===== src/rtl/core/rsh_div.sv =====
// ----------------------------------------------------------------------------
// rsh_div: pipelined restoring divider
// One quotient bit per register stage. The dividend must stay below the
// divisor shifted by the quotient width. A sideband vector rides along.
// ----------------------------------------------------------------------------
module rsh_div
#(
    parameter int NUM_W  = 43,
    parameter int DEN_W  = 32,
    parameter int Q_W    = 17,
    parameter int SIDE_W = 1
)
(
    input  logic              clk,
    input  logic              rst_n,
    input  logic              en,
    input  logic              in_valid,
    input  logic [NUM_W-1:0]  in_num,
    input  logic [DEN_W-1:0]  in_den,
    input  logic [SIDE_W-1:0] in_side,
    output logic              out_valid,
    output logic [Q_W-1:0]    out_quot,
    output logic [SIDE_W-1:0] out_side
);

    localparam int CW = (NUM_W > DEN_W + Q_W) ? NUM_W : DEN_W + Q_W;

    logic [CW-1:0]     rem_reg  [Q_W];
    logic [DEN_W-1:0]  den_reg  [Q_W];
    logic [Q_W-1:0]    q_reg    [Q_W];
    logic [SIDE_W-1:0] side_reg [Q_W];
    logic [Q_W-1:0]    vld_reg;

    logic [CW-1:0]     rem_next  [Q_W];
    logic [DEN_W-1:0]  den_next  [Q_W];
    logic [Q_W-1:0]    q_next    [Q_W];
    logic [SIDE_W-1:0] side_next [Q_W];
    logic [Q_W-1:0]    vld_next;

    // stage k decides quotient bit Q_W-1-k
    always_comb
    begin
        logic [CW-1:0]    rem_cur;
        logic [Q_W-1:0]   q_cur;
        logic [CW-1:0]    shifted;
        for (int k = 0; k < Q_W; k++)
        begin
            if (k == 0)
            begin
                rem_cur      = CW'(in_num);
                q_cur        = '0;
                den_next[k]  = in_den;
                side_next[k] = in_side;
                vld_next[k]  = in_valid;
            end
            else
            begin
                rem_cur      = rem_reg[k-1];
                q_cur        = q_reg[k-1];
                den_next[k]  = den_reg[k-1];
                side_next[k] = side_reg[k-1];
                vld_next[k]  = vld_reg[k-1];
            end
            shifted = CW'(den_next[k]) << (Q_W - 1 - k);
            if (rem_cur >= shifted)
            begin
                rem_next[k] = rem_cur - shifted;
                q_next[k]   = q_cur | (Q_W'(1) << (Q_W - 1 - k));
            end
            else
            begin
                rem_next[k] = rem_cur;
                q_next[k]   = q_cur;
            end
        end
    end

    always_ff @(posedge clk or negedge rst_n)
    begin
        if (!rst_n)
            vld_reg <= '0;
        else if (en)
            vld_reg <= vld_next;
    end

    always_ff @(posedge clk)
    begin
        if (en)
        begin
            rem_reg  <= rem_next;
            den_reg  <= den_next;
            q_reg    <= q_next;
            side_reg <= side_next;
        end
    end

    assign out_valid = vld_reg[Q_W-1];
    assign out_quot  = q_reg[Q_W-1];
    assign out_side  = side_reg[Q_W-1];

endmodule


===== config.mk =====
export PLATFORM = sky130hd
export DESIGN_NAME = rsh_div
export DESIGN_NICKNAME = d
export VERILOG_FILES = /design/src/rtl/core/rsh_div.sv
export SDC_FILE = /design/constraint.sdc
export NUM_CORES = 2
export LEC_CHECK = 0
export ABC_AREA = 1
export BUFFER_PORTS_ARGS = -buffer_cell sky130_fd_sc_hd__buf_2
export CAP_MARGIN = 20
export CORE_MARGIN = 5
export CORE_UTILIZATION = 30
export CTS_CLUSTER_DIAMETER = 150
export DETAILED_ROUTE_END_ITERATION = 7
export HOLD_SLACK_MARGIN = 0.12
export SKIP_CTS_REPAIR_TIMING = 1
export SKIP_LAST_GASP = 1
export SLEW_MARGIN = 20
export SYNTH_ARGS = -nofsm -noshare
export SYNTH_HDL_FRONTEND = slang
export SYNTH_SLANG_ARGS = --single-unit

===== constraint.sdc =====
create_clock -name clk -period 6.8 [get_ports clk]
set_input_delay 0.34 -clock clk [delete_from_list [all_inputs] [get_ports clk]]
set_output_delay 0.34 -clock clk [all_outputs]
set_load 0.03 [all_outputs]

# ---- Word-level counts from Yosys, hierarchy flattened
# Index checks and enable logic that the tools add are counted.
# Widths: inputs -> output; s select.
dict set report totals {
  regBits 1619
  in_bits 80
}
dict set report classes {
  add_sub_neg 16
  order_cmp 17
  muxes 17
}
# cell count
set op_table {}
lappend op_table {{$mux 49} 15}
lappend op_table {{$ge 49x32->1} 1}
lappend op_table {{$ge 49x33->1} 1}
lappend op_table {{$ge 49x34->1} 1}
lappend op_table {{$ge 49x35->1} 1}
lappend op_table {{$ge 49x36->1} 1}
lappend op_table {{$ge 49x37->1} 1}
lappend op_table {{$ge 49x38->1} 1}
lappend op_table {{$ge 49x39->1} 1}
lappend op_table {{$ge 49x40->1} 1}
lappend op_table {{$ge 49x41->1} 1}
lappend op_table {{$ge 49x42->1} 1}
lappend op_table {{$ge 49x43->1} 1}
lappend op_table {{$ge 49x44->1} 1}
lappend op_table {{$ge 49x45->1} 1}
lappend op_table {{$ge 49x46->1} 1}
lappend op_table {{$ge 49x47->1} 1}
lappend op_table {{$sub 43x48->49} 1}
lappend op_table {{$sub 49x33->49} 1}
lappend op_table {{$sub 49x34->49} 1}
lappend op_table {{$sub 49x35->49} 1}
lappend op_table {{$sub 49x36->49} 1}
lappend op_table {{$sub 49x37->49} 1}
lappend op_table {{$sub 49x38->49} 1}
lappend op_table {{other kinds (12)} 12}

# ---- Logic depth before layout (Yosys ltp)
dict set report logic_depth {
  word_depth 2
  mapped_depth 18
  depth_no_buf 16
}

# ---- Least setup slack after synthesis
# Ideal clock, no wire load.
dict set report synth_path {
  path_kind {register to register}
  startpoint {reg rem_reg[99] in the netlist's numbering}
  endpoint {reg rem_reg[72] in the netlist's numbering (data pin)}
  setup_time_ns 0.251
  t_arrival_ns 2.179
  path_slack_ns 4.371
  stages_incl_launch_ff 19
  path_cell_list {edfxtp_1 inv_1 ha_1 inv_1 fa_1 nand3_2 nand3_2 nand2_1 nand2_1 nand2_1 nand2_2 nand2_4 nand2_4 nor2_4 buf_6 inv_8 buf_12 nand2_4 nand2_2}
}
# item line
set synth_rtl {}
lappend synth_rtl {{from (decl)} 28} ;# logic [CW-1:0] rem_reg [Q_W];
lappend synth_rtl {{from (signal assigned)} 90} ;# rem_reg <= rem_next;

==> key figures <==
Setup path
  – Required time worst endpoint: 7.39 ns
  – Reg2reg path depth: 17
  – R2r startpoint: rem_reg[99]
  – Slowest Stage Delay on Critical Path: 0.55 ns
  – Critical Path Start Type: register
  – Worst path buffer plus inverter count: 4
  – WS Path Type: register to register
  – Reg-to-reg endpoint: rem_reg[80]
  – Crit-path max FO: 45
  – CP max stage cell: fa_1
  – Worst-path cell chain: inv_1 -> ha_1 -> inv_1 -> fa_1 -> nand3_2 -> nand3_2 -> nand2_1 -> nand2_1 -> nand2_1 -> nand2_2 -> nand2_4 -> nand2_4 -> nor2_4 -> buf_4 -> inv_8 -> nand2_1 -> nand2_1
  – CP Data Arrival Time: 4.40 ns
  – Crit path max-delay family: simple AND/OR/NAND/NOR gates
  – FF-to-FF setup slack: 2.99 ns
  – Most frequent CP cell: nand2_1
  – CP Capture Type: register

Synthesis
  – Multiplexer area fraction after synthesis: 0.0109%
  – Simple-gate share of the synthesized area: 33.1%
  – Compound-Gate Fraction of Synth Area: 3.36%
  – Syn Area/Cell: 7.17 sq um
  – Post-Syn Instances: 14500
  – Register bit total from synthesis: 1483
  – Synth unique cells: 53
  – EDFF count, synth: 1466
  – Post-synthesis xor/xnor area fraction: 2.39%
  – Register area share after synthesis: 42.8%
  – Main synth FF type: edfxtp_1
  – Synth Area in Adders: 6.81%
  – Largest family of logic cells by synthesized area: simple AND/OR/NAND/NOR gates
  – Cell area after synthesis: 104000 sq um
  – YS warnings: 0
  – Async SR Flop Fraction: 1.15%
  – Net count after synthesis: 15100

STA
  – RSZ-0062 raised after global routing: no
  – Final Hold Fails: 0
  – Crit path time final: 3.81 ns
  – F_max: 0.262 GHz
  – Fin crit share: 56.0%
  – Final setup viols: 0
  – Max transition margin: 28.9%
  – Final Max Tran Viols: 0
  – Clock skew: 0.106 ns
  – Slew of the pin with the lowest slew margin: 1.06 ns
  – Setup_tns: 0 ns

Routing
  – Detailed-route DRC error count: 0
  – Drt first pass iters: 8
  – DRT antenna net count: 0
  – Vias post-DR: 90200
  – Drt initial violations: 8003
  – Wirelength, routed: 364000 um
  – Avg WL per Cell: 18.7 um
  – Vias/cell: 4.64

CTS
  – H-tree depth: 4
  – Root Driver: clkbuf_16
  – Clk buf depth: 4
  – Clock transition at path regs: 0.06 ns
  – Worst skew pair latency: 0.91 ns
  – CTS Buf Count: 180
  – CTS tree: built
  – Clock Sinks: 1483

Worst hold path
  – Worst hold path depth: 2
  – Worst hold start: in_num[10]
  – Hold Path Class: primary input to register
  – Hold path endpoint: rem_reg[794]

Global route
  – Largest net degree at the start of global routing: 160
  – Initial antenna violation count: 10
  – First-pass GRT wire length: 535000 um
  – Vias in the first global route: 85000
  – All-Layer GR Usage: 19.7%
  – Grt total ovfl: 0

Place
  – Dpl hpwl: 299000 um
  – GPL Wtd Cong: 0.967
  – I/O Buffers: 98

Floorplanning
  – Num rows: 216
  – Num ports: 99
  – Initial core utilization: 30.0%
  – DIE HEIGHT: 598 um
  – Die area: 358000 sq um
  – Core area: 345000 sq um
  – Die X: 598 um

Pwr
  – VDD IR-drop max: 0.223 mV
  – Overall power: 44.6 mW
  – Leak: 57.9 nW
  – Power per cell area: 385 nW/um^2

Status
  – Status: complete, no violations

Job
  – Max_cap viols: 0

Cells and area
  – Largest register FFs: 784
  – Layout cells sized above 1: 3.90%
  – Area grow syn2layout: 11.8%
  – Fin nets: 15400
## layer usage
layer	GRT usage, %	wire length [um]	vias up	share of wire, %
met1	25.0	154000	41400	42
met4	7.29	15600	0	4.3
met2	34.4	175000	2766	48
li1	-	-	45500	-
met3	2.20	19600	588	5.4
met5	0	0	-	0
## per-stage QoR
step	hold slack (ns)	util, %	area, sq um	worst slack [ns]	cells
final	0.146	33.6	116000	2.99	19500
after global routing	0.114	33.6	116000	2.77	19500
after CTS	-0.626	33.3	115000	2.95	19400
after detailed placement	0.284	31.7	109000	2.99	19100
after global placement	0.278	31.7	109000	3.04	19100
after floorplan	0.0444	-	104000	4.37	14500
## report_power, final
part           leakage, nW  total, mW  switching (mW)  internal, mW
Clock                 2.77       9.51            4.11          5.41
Sequential            14.4       14.6            1.85          12.7
Combinational         40.8       20.5            14.2          6.34
Total                 57.9       44.6            20.1          24.5
## cell usage after synthesis, drive strengths merged (5+ instances only)
library cell  number  area [sq um]
nand2           5968         22600
inv             2931         11000
edfxtp          1466         44000
nor2            1212          4710
nand3            821          4190
ha               539          6740
a21oi            477          2500
xor2             250          2190
nand4            186          1160
o21ai            137           693
nor3             130           676
buf              107           870
nand3b            72           541
xnor2             33           289
and2              31           194
o21bai            30           225
dfrtp             17           425
fa                16           320
nor4              15          93.8
clkbuf            11          42.5
and3               5          31.3
or2                5          31.3
## worst register-to-register path, delay by kind of cell (launching register included)
kind          cells  cell delay, ns
buf+inv           4            0.96
flops             1            0.39
fa+ha+maj         2            0.70
simple gates     11            1.50
## kinds of logic after synthesis
kind of cell / after synthesis
compound gates: 653
xor+xnor: 283
fa+ha+maj: 555
buf+inv: 3050
flops: 1483
mux: 1
simple gates: 8452
## placed cells by master (no fill, tap or decap), types with 82 or more instances in the layout
cell / n
nand2_1: 5915
xor2_1: 250
ha_1: 539
nand4_1: 186
nor3_1: 125
inv_1: 2898
edfxtp_1: 1466
clkbuf_16: 183
nand3_1: 804
o21ai_0: 116
dlygate4sd3_1: 82
buf_2: 97
nor2_1: 1166
a21oi_1: 446
## cell type report
| class | instances | area [sq um] |
|---|---|---|
| clock inverters | 119 | 1100 |
| fillers | 37200 | 229000 |
| diodes | 1 | 2.50 |
| clock buffers | 201 | 4650 |
| repair buffers | 208 | 1640 |
| well taps | 4578 | 5730 |
| multi-input cells | 9944 | 47400 |
| flip-flops and latches | 1483 | 44400 |
| inverters | 2932 | 11000 |
## worst max-delay path by stage
stage | startpoint | end | slack (ns) | cells after the start
final | rem_reg[99] | rem_reg[80] | 2.99 | 17
after CTS | rem_reg[99] | rem_reg[80] | 2.95 | 17
after floorplan | rem_reg[99] | rem_reg[72] | 4.37 | 18
after global routing | rem_reg[99] | rem_reg[80] | 2.77 | 17
after global placement | rem_reg[99] | rem_reg[80] | 3.04 | 17
after detailed placement | rem_reg[99] | rem_reg[71] | 2.99 | 17
No activity file was read; power rests on OpenSTA's default activity.
